**src/sv/chbd_pkg.sv**
```systemverilog
// Shared types, field widths and command and status codes for the canonical Huffman decoder.
package chbd_pkg;

  localparam int SYMBOL_BITS        = 9;
  localparam int VALUE_BITS         = 9;
  localparam int MAX_CODE_LEN_DEF   = 32;
  localparam int ALPHABET_DEPTH_DEF = 512;

  localparam logic [1:0] CMD_CLEAR  = 2'd0;
  localparam logic [1:0] CMD_SYMBOL = 2'd1;
  localparam logic [1:0] CMD_COUNT  = 2'd2;
  localparam logic [1:0] CMD_BIT    = 2'd3;

  localparam logic [1:0] ST_OK      = 2'd0;
  localparam logic [1:0] ST_INVALID = 2'd1;
  localparam logic [1:0] ST_HEADER  = 2'd2;

  typedef struct packed {
    logic [1:0]            command;
    logic [VALUE_BITS-1:0] value;
    logic                  bit_req;
  } req_item_t;

  typedef struct packed {
    logic [SYMBOL_BITS-1:0] symbol;
    logic [1:0]             status;
  } rsp_item_t;

  typedef struct packed {
    logic hit;
    logic exhausted;
  } walk_res_t;

endpackage

```
**src/sv/canonical_huffman_bit_decoder_top.sv**
```systemverilog
// A result appears in the cycle after the transaction that causes it is accepted.
// Throughput: one transaction per cycle, set by the single registered decode step and the
// one read port of the symbol memory; the input stalls only while a result waits stalled.
// Reset clears the header table, the code walk registers and the result valid flag.
// The symbol memory is not cleared; entries are read only after being loaded.
module canonical_huffman_bit_decoder_top #(
  parameter int MAX_CODE_LEN   = chbd_pkg::MAX_CODE_LEN_DEF,
  parameter int ALPHABET_DEPTH = chbd_pkg::ALPHABET_DEPTH_DEF
) (
  input  logic                clk,
  input  logic                rst,
  input  logic                req_valid,
  output logic                req_stall,
  input  chbd_pkg::req_item_t req,
  output logic                rsp_valid,
  input  logic                rsp_stall,
  output chbd_pkg::rsp_item_t rsp
);
  import chbd_pkg::*;

  localparam int LI_W   = $clog2(MAX_CODE_LEN);
  localparam int ADDR_W = $clog2(ALPHABET_DEPTH);

  logic                   accept;
  logic [LI_W-1:0]        code_length;
  logic [VALUE_BITS-1:0]  count;
  logic                   hdr_err;
  logic                   wr_en;
  logic [ADDR_W-1:0]      wr_addr;
  logic [SYMBOL_BITS-1:0] wr_data;
  walk_res_t              wres;
  logic [ADDR_W-1:0]      idx;
  logic [SYMBOL_BITS-1:0] rd_data;
  logic                   has_result;
  logic [1:0]             rsp_status;
  logic [1:0]             rsp_status_next;

  assign req_stall = rsp_valid && rsp_stall;
  assign accept    = req_valid && !req_stall;

  chbd_table #(
    .MAX_CODE_LEN   (MAX_CODE_LEN),
    .ALPHABET_DEPTH (ALPHABET_DEPTH)
  ) u_table (
    .clk         (clk),
    .rst         (rst),
    .en          (accept),
    .item        (req),
    .code_length (code_length),
    .count       (count),
    .hdr_err     (hdr_err),
    .wr_en       (wr_en),
    .wr_addr     (wr_addr),
    .wr_data     (wr_data)
  );

  chbd_walk #(
    .MAX_CODE_LEN   (MAX_CODE_LEN),
    .ALPHABET_DEPTH (ALPHABET_DEPTH)
  ) u_walk (
    .clk         (clk),
    .rst         (rst),
    .en          (accept),
    .item        (req),
    .count       (count),
    .code_length (code_length),
    .res         (wres),
    .idx         (idx)
  );

  chbd_store #(
    .ALPHABET_DEPTH (ALPHABET_DEPTH)
  ) u_store (
    .clk     (clk),
    .wr_en   (wr_en),
    .wr_addr (wr_addr),
    .wr_data (wr_data),
    .rd_en   (accept && wres.hit),
    .rd_addr (idx),
    .rd_data (rd_data)
  );

  assign has_result = ((req.command == CMD_COUNT) && hdr_err) || wres.hit || wres.exhausted;

  always_comb begin
    if (wres.hit) begin
      rsp_status_next = ST_OK;
    end else if (wres.exhausted) begin
      rsp_status_next = ST_INVALID;
    end else begin
      rsp_status_next = ST_HEADER;
    end
  end

  always_ff @(posedge clk) begin
    if (rst) begin
      rsp_valid <= 1'b0;
    end else if (accept && has_result) begin
      rsp_valid <= 1'b1;
    end else if (!rsp_stall) begin
      rsp_valid <= 1'b0;
    end
  end

  always_ff @(posedge clk) begin
    if (accept && has_result) begin
      rsp_status <= rsp_status_next;
    end
  end

  assign rsp.symbol = (rsp_status == ST_OK) ? rd_data : '0;
  assign rsp.status = rsp_status;

  a_result_follows: assert property (@(posedge clk) disable iff (rst)
    accept && has_result |=> rsp_valid)
    else $error("Accepted transaction with a result did not raise rsp_valid.");

  a_hit_reports_ok: assert property (@(posedge clk) disable iff (rst)
    accept && wres.hit |=> rsp.status == ST_OK)
    else $error("Matched code did not report a decoded symbol.");

  a_no_invented_result: assert property (@(posedge clk) disable iff (rst)
    !rsp_valid && !(accept && has_result) |=> !rsp_valid)
    else $error("Result appeared without a transaction that causes one.");

endmodule

```
**src/sv/chbd_table.sv**
```systemverilog
// Table header state: symbol count, per-length code counts, code space tracking and header checks.
module chbd_table #(
  parameter int MAX_CODE_LEN   = chbd_pkg::MAX_CODE_LEN_DEF,
  parameter int ALPHABET_DEPTH = chbd_pkg::ALPHABET_DEPTH_DEF,
  parameter int LI_W           = $clog2(MAX_CODE_LEN),
  parameter int ADDR_W         = $clog2(ALPHABET_DEPTH)
) (
  input  logic                                   clk,
  input  logic                                   rst,
  input  logic                                   en,
  input  chbd_pkg::req_item_t                    item,
  input  logic [LI_W-1:0]                        code_length,
  output logic [chbd_pkg::VALUE_BITS-1:0]        count,
  output logic                                   hdr_err,
  output logic                                   wr_en,
  output logic [ADDR_W-1:0]                      wr_addr,
  output logic [chbd_pkg::SYMBOL_BITS-1:0]       wr_data
);
  import chbd_pkg::*;

  localparam int CNT_W = $clog2(ALPHABET_DEPTH + 1);
  localparam int LEN_W = $clog2(MAX_CODE_LEN + 1);
  localparam int SP_W  = MAX_CODE_LEN + 1;
  localparam int AV_W  = MAX_CODE_LEN + 2;

  logic [CNT_W-1:0]      symbols_loaded;
  logic [CNT_W-1:0]      counts_total;
  logic [LEN_W-1:0]      lengths_loaded;
  logic [SP_W-1:0]       space_next;
  logic [VALUE_BITS-1:0] length_counts [MAX_CODE_LEN];

  logic [CNT_W:0]   total_sum;
  logic [LEN_W-1:0] len_new;
  logic [AV_W-1:0]  avail_need;
  logic [AV_W-1:0]  space_limit;
  logic             table_full;
  logic             over_symbols;
  logic             over_space;
  logic             count_ok;

  assign total_sum    = {1'b0, counts_total} + (CNT_W + 1)'(item.value);
  assign len_new      = lengths_loaded + LEN_W'(1);
  assign avail_need   = {space_next, 1'b0} + AV_W'(item.value);
  assign space_limit  = AV_W'(1) << len_new;
  assign table_full   = lengths_loaded >= LEN_W'(MAX_CODE_LEN);
  assign over_symbols = total_sum > {1'b0, symbols_loaded};
  assign over_space   = avail_need > space_limit;
  assign hdr_err      = table_full || over_symbols || over_space;
  assign count_ok     = en && (item.command == CMD_COUNT) && !hdr_err;

  assign count   = length_counts[code_length];
  assign wr_en   = en && (item.command == CMD_SYMBOL)
                   && (symbols_loaded < CNT_W'(ALPHABET_DEPTH));
  assign wr_addr = symbols_loaded[ADDR_W-1:0];
  assign wr_data = item.value;

  always_ff @(posedge clk) begin
    if (rst || (en && item.command == CMD_CLEAR)) begin
      symbols_loaded <= '0;
      counts_total   <= '0;
      lengths_loaded <= '0;
      space_next     <= '0;
      for (int i = 0; i < MAX_CODE_LEN; i++) begin
        length_counts[i] <= '0;
      end
    end else begin
      if (wr_en) begin
        symbols_loaded <= symbols_loaded + CNT_W'(1);
      end
      if (count_ok) begin
        length_counts[lengths_loaded[LI_W-1:0]] <= item.value;
        lengths_loaded <= len_new;
        counts_total   <= total_sum[CNT_W-1:0];
        space_next     <= avail_need[SP_W-1:0];
      end
    end
  end

endmodule

```
**src/sv/chbd_walk.sv**
```systemverilog
// Per-bit code walk: code, first-code, index base and length registers with the canonical match test.
module chbd_walk #(
  parameter int MAX_CODE_LEN   = chbd_pkg::MAX_CODE_LEN_DEF,
  parameter int ALPHABET_DEPTH = chbd_pkg::ALPHABET_DEPTH_DEF,
  parameter int LI_W           = $clog2(MAX_CODE_LEN),
  parameter int ADDR_W         = $clog2(ALPHABET_DEPTH)
) (
  input  logic                            clk,
  input  logic                            rst,
  input  logic                            en,
  input  chbd_pkg::req_item_t             item,
  input  logic [chbd_pkg::VALUE_BITS-1:0] count,
  output logic [LI_W-1:0]                 code_length,
  output chbd_pkg::walk_res_t             res,
  output logic [ADDR_W-1:0]               idx
);
  import chbd_pkg::*;

  localparam int CNT_W = $clog2(ALPHABET_DEPTH + 1);
  localparam int CMP_W = (MAX_CODE_LEN > VALUE_BITS) ? MAX_CODE_LEN : VALUE_BITS;

  logic [MAX_CODE_LEN-1:0] code_accum;
  logic [MAX_CODE_LEN-1:0] first_code;
  logic [CNT_W-1:0]        index_base;

  logic [MAX_CODE_LEN-1:0] code;
  logic [MAX_CODE_LEN-1:0] first;
  logic [MAX_CODE_LEN-1:0] diff;
  logic [CMP_W-1:0]        diff_ext;
  logic [CMP_W-1:0]        count_ext;
  logic [CMP_W-1:0]        first_sum;
  logic [CNT_W-1:0]        idx_full;
  logic                    is_bit;
  logic                    last_len;

  assign is_bit    = item.command == CMD_BIT;
  assign code      = {code_accum[MAX_CODE_LEN-2:0], item.bit_req};
  assign first     = {first_code[MAX_CODE_LEN-2:0], 1'b0};
  assign diff      = code - first;
  assign diff_ext  = CMP_W'(diff);
  assign count_ext = CMP_W'(count);
  assign first_sum = CMP_W'(first) + count_ext;
  assign last_len  = code_length == LI_W'(MAX_CODE_LEN - 1);

  assign res.hit       = is_bit && (code >= first) && (diff_ext < count_ext);
  assign res.exhausted = is_bit && !res.hit && last_len;

  assign idx_full = index_base + CNT_W'(diff_ext);
  assign idx      = idx_full[ADDR_W-1:0];

  always_ff @(posedge clk) begin
    if (rst || (en && (!is_bit || res.hit || res.exhausted))) begin
      code_accum  <= '0;
      first_code  <= '0;
      index_base  <= '0;
      code_length <= '0;
    end else if (en) begin
      code_accum  <= code;
      first_code  <= first_sum[MAX_CODE_LEN-1:0];
      index_base  <= index_base + CNT_W'(count);
      code_length <= code_length + LI_W'(1);
    end
  end

endmodule

```
**src/sv/chbd_store.sv**
```systemverilog
// Symbol memory with one write port and one registered read port.
module chbd_store #(
  parameter int ALPHABET_DEPTH = chbd_pkg::ALPHABET_DEPTH_DEF,
  parameter int ADDR_W         = $clog2(ALPHABET_DEPTH)
) (
  input  logic                             clk,
  input  logic                             wr_en,
  input  logic [ADDR_W-1:0]                wr_addr,
  input  logic [chbd_pkg::SYMBOL_BITS-1:0] wr_data,
  input  logic                             rd_en,
  input  logic [ADDR_W-1:0]                rd_addr,
  output logic [chbd_pkg::SYMBOL_BITS-1:0] rd_data
);
  import chbd_pkg::*;

  logic [SYMBOL_BITS-1:0] mem [ALPHABET_DEPTH];

  always_ff @(posedge clk) begin
    if (wr_en) begin
      mem[wr_addr] <= wr_data;
    end
  end

  always_ff @(posedge clk) begin
    if (rd_en) begin
      rd_data <= mem[rd_addr];
    end
  end

endmodule

```
**config.mk**
```make
export PLATFORM = sky130hd
export DESIGN_NAME = canonical_huffman_bit_decoder_top
export DESIGN_NICKNAME = d
export VERILOG_FILES = /design/src/sv/chbd_pkg.sv /design/src/sv/canonical_huffman_bit_decoder_top.sv /design/src/sv/chbd_table.sv /design/src/sv/chbd_walk.sv /design/src/sv/chbd_store.sv
export SDC_FILE = /design/constraint.sdc
export NUM_CORES = 2
export LEC_CHECK = 0
export ABC_AREA = 0
export BUFFER_PORTS_ARGS = -buffer_cell sky130_fd_sc_hd__buf_2
export CAP_MARGIN = 40
export CORE_UTILIZATION = 55
export CTS_CLUSTER_DIAMETER = 60
export DETAILED_ROUTE_END_ITERATION = 8
export PLACE_DENSITY = 0.7
export SYNTH_ARGS = -nofsm -noshare
export SYNTH_HDL_FRONTEND = slang
export SYNTH_MEMORY_MAX_BITS = 65536
export SYNTH_SLANG_ARGS = --single-unit
```
**constraint.sdc**
```tcl
create_clock -name clk -period 10.35 [get_ports clk]
set_input_delay 1.035 -clock clk [delete_from_list [all_inputs] [get_ports clk]]
set_output_delay 1.035 -clock clk [all_outputs]
set_load 0.1 [all_outputs]
```
==> run summary <==
Combinational Power Share - 0.117
Slew headroom - 0.182
Max VDD drop - 0.149 mV
Sink Count - 5048
Yosys cell types - 88
Synth warnings - 0
CP delay by family, top - compound AO/OA/AOI/OAI gates
final hold vios - 0
drt via density - 6.54
sw frac - 0.237
1st-iter DRT viols - 13200
Max Cap Violations - 0
CTS Buf Count - 484
Pleak - 70.7 nW
RD Place Congestion - 0.852
Syn Std Cell Area - 203000 sq um
post-synthesis register bit count - 5048
status - finished clean
Gate Count Post-Synth - 9950
HPWL Detailed - 297000 microns
Clk pin slew, worst setup/hold paths - 0.06 ns
Crit Reg-Reg Endpoint - rsp_status[1]
syn nets - 10100
via count - 102000
DRC Markers - 0
FP Rows - 222
CP Max Fanout - 72
non-filler cells in the finished layout - 15500
skew final - 0.0916 ns
Crit-path slowest cell - buf_4
layout cells sized above 1 - 0.256
Setup Viol. Count Final - 0
PortBufs - 28
main flop type after synthesis - edfxtp_1
root buffer cell - clkbuf_16
min Tclk post-route - 6.45 ns
post-route design area - 227000 sq um
setup TNS - 0 ns
IO Pins - 29
Post-synth EDFFs - 4907
Initial Util - 0.554
die height - 610 microns
Yosys top cell area share - 0.725
most frequent cells in the layout - edfxtp_1 (4907), mux4_2 (1520), nor2_1 (946)
FF-to-FF path depth - 15
first-pass GRT wire length - 713000 microns
worst hold path endpoint - u_store.mem[401][1]
Buf+Inv Stages, Crit Path - 4
sequential area share after synthesis - 0.739
final period utilization - 0.623
postcts setup bufs - 0
drt wl/cell - 31.6 microns
Tightest Pin Transition - 1.23 ns
CP endpoint kind - flop
Area Growth Syn to Fin - 11.6%
P_sw - 0.0107 W
cts-stage hold buffer count - 0
count of pins over their slew limit - 0
WL final - 490000 microns
dpl cell area - 211000 sq um
Hold WC Path Type - in2reg
CP required - 11.17 ns
Arr. time, crit path - 7.27 ns
CTS Buffer Depth - 4
final antenna-violating net count - 0
initial antenna violation count - 11
Synth async-reset ratio - 0
Layout Nets - 10500
hold_sp - req[2]
global-route usage over all layers - 0.263
Mean Syn Cell Area - 20.4 sq um
clock network power share - 0.385
Seq pwr share - 0.498
CTS resizes - 0
Cell Pwr Density - 199 nW/um^2
largest net degree at the start of global routing - 221
First-pass DRT Iterations - 6
FILL cells - 24600
Worst-Skew Late Latency - 1.03 ns
final core utilization - 0.618
gr ovfl total - 0
CP Launch Type - input port
Core Area - 367000 sq um
top post-synthesis cells by area - edfxtp_1 (73%), mux4_2 (17%), nor2_1 (1.8%)
vias in the first global route - 102000
crit-path max cell delay - 0.73 ns
hold path depth - 1
post-synth top area cell - edfxtp_1
TritonCTS clock tree - built
R2R Setup Slk - 4.12 ns
RSZ-0062 raised after global routing - no
Die ar. - 372000 sq um
Die Wd - 610 microns
WS Path Type - in2reg
Max Fclk - 0.155 GHz
H-tree depth - 5
Power Total - 0.0452 W
commonest non-fill, non-tap cell in the layout - edfxtp_1
Internal Pwr Total - 0.0345 W
crit-path cells - buf_8 -> inv_1 -> fa_1 -> nor2b_1 -> o21ai_0 -> a21boi_0 -> o21a_1 -> o21ai_1 -> nor4b_1 -> xor2_1 -> ha_1 -> a21o_1 -> a21o_1 -> a211oi_1 -> nor4_1 -> a2111oi_2 -> o211ai_1 -> nor3_2 -> buf_4 -> nand3_2 -> buf_4 -> nor2_1
placed cells - 14600
stage by stage:
stage	hold WS (ns)	setup WS, ns
global placement	0.457	2.74
finish	0.432	3.90
floorplan	0.442	4.16
detailed placement	0.483	2.94
CTS	0.372	3.93
global route	0.391	3.46
cells in the mapped netlist (all sizes together) (16+ instances only):
master  number
nor3        44
inv         90
o22ai       39
nand2b      17
a32oi       26
clkbuf     290
nand2      291
xnor2       69
nor4        25
o21a        16
a211oi      79
nor3b       30
mux4      1520
xor2        37
ha         137
a21o        34
and3        26
nor2b       84
edfxtp    4907
buf        304
nor2       951
a22oi       46
nand4       38
a21oi      157
dfxtp      141
nand3       45
and2        29
mux2i      164
nand3b      33
o21ai      155
per-layer routing:
| layer | part of all wire | track usage | vias to the layer above |
|---|---|---|---|
| li1 | - | - | 41700 |
| met1 | 0.40 | 0.383 | 53900 |
| met2 | 0.48 | 0.417 | 5251 |
| met3 | 0.087 | 0.0399 | 815 |
| met4 | 0.032 | 0.0812 | 0 |
| met5 | 0 | 0 | - |
worst max path at each step:
| stage | start | end | slack [ns] | cells past startpoint |
|---|---|---|---|---|
| 2_1_floorplan | req[3] | u_table.length_counts[13][0] | 4.16 | 22 |
| 3_3_place_gp | req[3] | u_table.length_counts[5][7] | 2.74 | 20 |
| 3_5_place_dp | req[3] | u_table.length_counts[13][6] | 2.94 | 22 |
| 4_1_cts | req[3] | u_table.length_counts[1][4] | 3.93 | 22 |
| 5_1_grt | req[3] | u_table.length_counts[1][4] | 3.46 | 22 |
| 6_report | req[3] | u_table.length_counts[1][4] | 3.90 | 22 |
power groups by stage:
stage	combinational, W	sequential [W]	clock [W]
2_1_floorplan	0.00330	0.0229	0
3_3_place_gp	0.00521	0.0229	0
3_5_place_dp	0.00530	0.0229	0
4_1_cts	0.00532	0.0225	0.0176
5_1_grt	0.00552	0.0225	0.0183
6_report	0.00530	0.0225	0.0174
sequential cells by signal (all words and copies together), names as in the netlist, named ones only:
signal / cells
rsp_status: 2
rsp_valid: 1
u_store.mem: 4608
u_store.rd_data: 9
u_table.counts_total: 10
u_table.length_counts: 288
u_table.lengths_loaded: 6
u_table.space_next: 33
u_table.symbols_loaded: 10
u_walk.code_accum: 31
u_walk.code_length: 5
u_walk.first_code: 31
u_walk.index_base: 9
cell type report:
class | count | area, sq um | share of cell area
multi-input combinational | 4218 | 50300 | 0.222
antenna | 15 | 37.5 | 0.000166
tap | 4816 | 6030 | 0.0266
clock buffer | 596 | 12700 | 0.0562
sequential | 5048 | 150000 | 0.662
clock inverter | 301 | 2830 | 0.0125
inverter | 90 | 338 | 0.00149
timing repair buffer | 460 | 4300 | 0.0189
worst register-to-register path, delay by kind of cell, from the launching register on:
kind	cells	cell delay, ns
buffers and inverters	2	1.48
muxes	3	1.71
AOI/OAI and AO/OA	5	0.81
and+or+nand+nor	4	0.94
DFF	1	0.66
adders and majority gates	1	0.34
cell families (layout without fill, tap and decap cells):
kind of cell | count (synthesis) | count (layout) | synth area share
multiplexers | 1688 | 1688 | 0.177
XOR/XNOR | 106 | 106 | 0.00464
other | 0 | 15 | 0
flip-flops | 5048 | 5048 | 0.739
AND/OR/NAND/NOR | 1654 | 1654 | 0.0358
adder cells (fa/ha/maj) | 143 | 143 | 0.00903
AO/OA/AOI/OAI | 627 | 627 | 0.0200
buffers and inverters | 684 | 1447 | 0.0148
No activity file was read; power rests on OpenSTA's default activity.
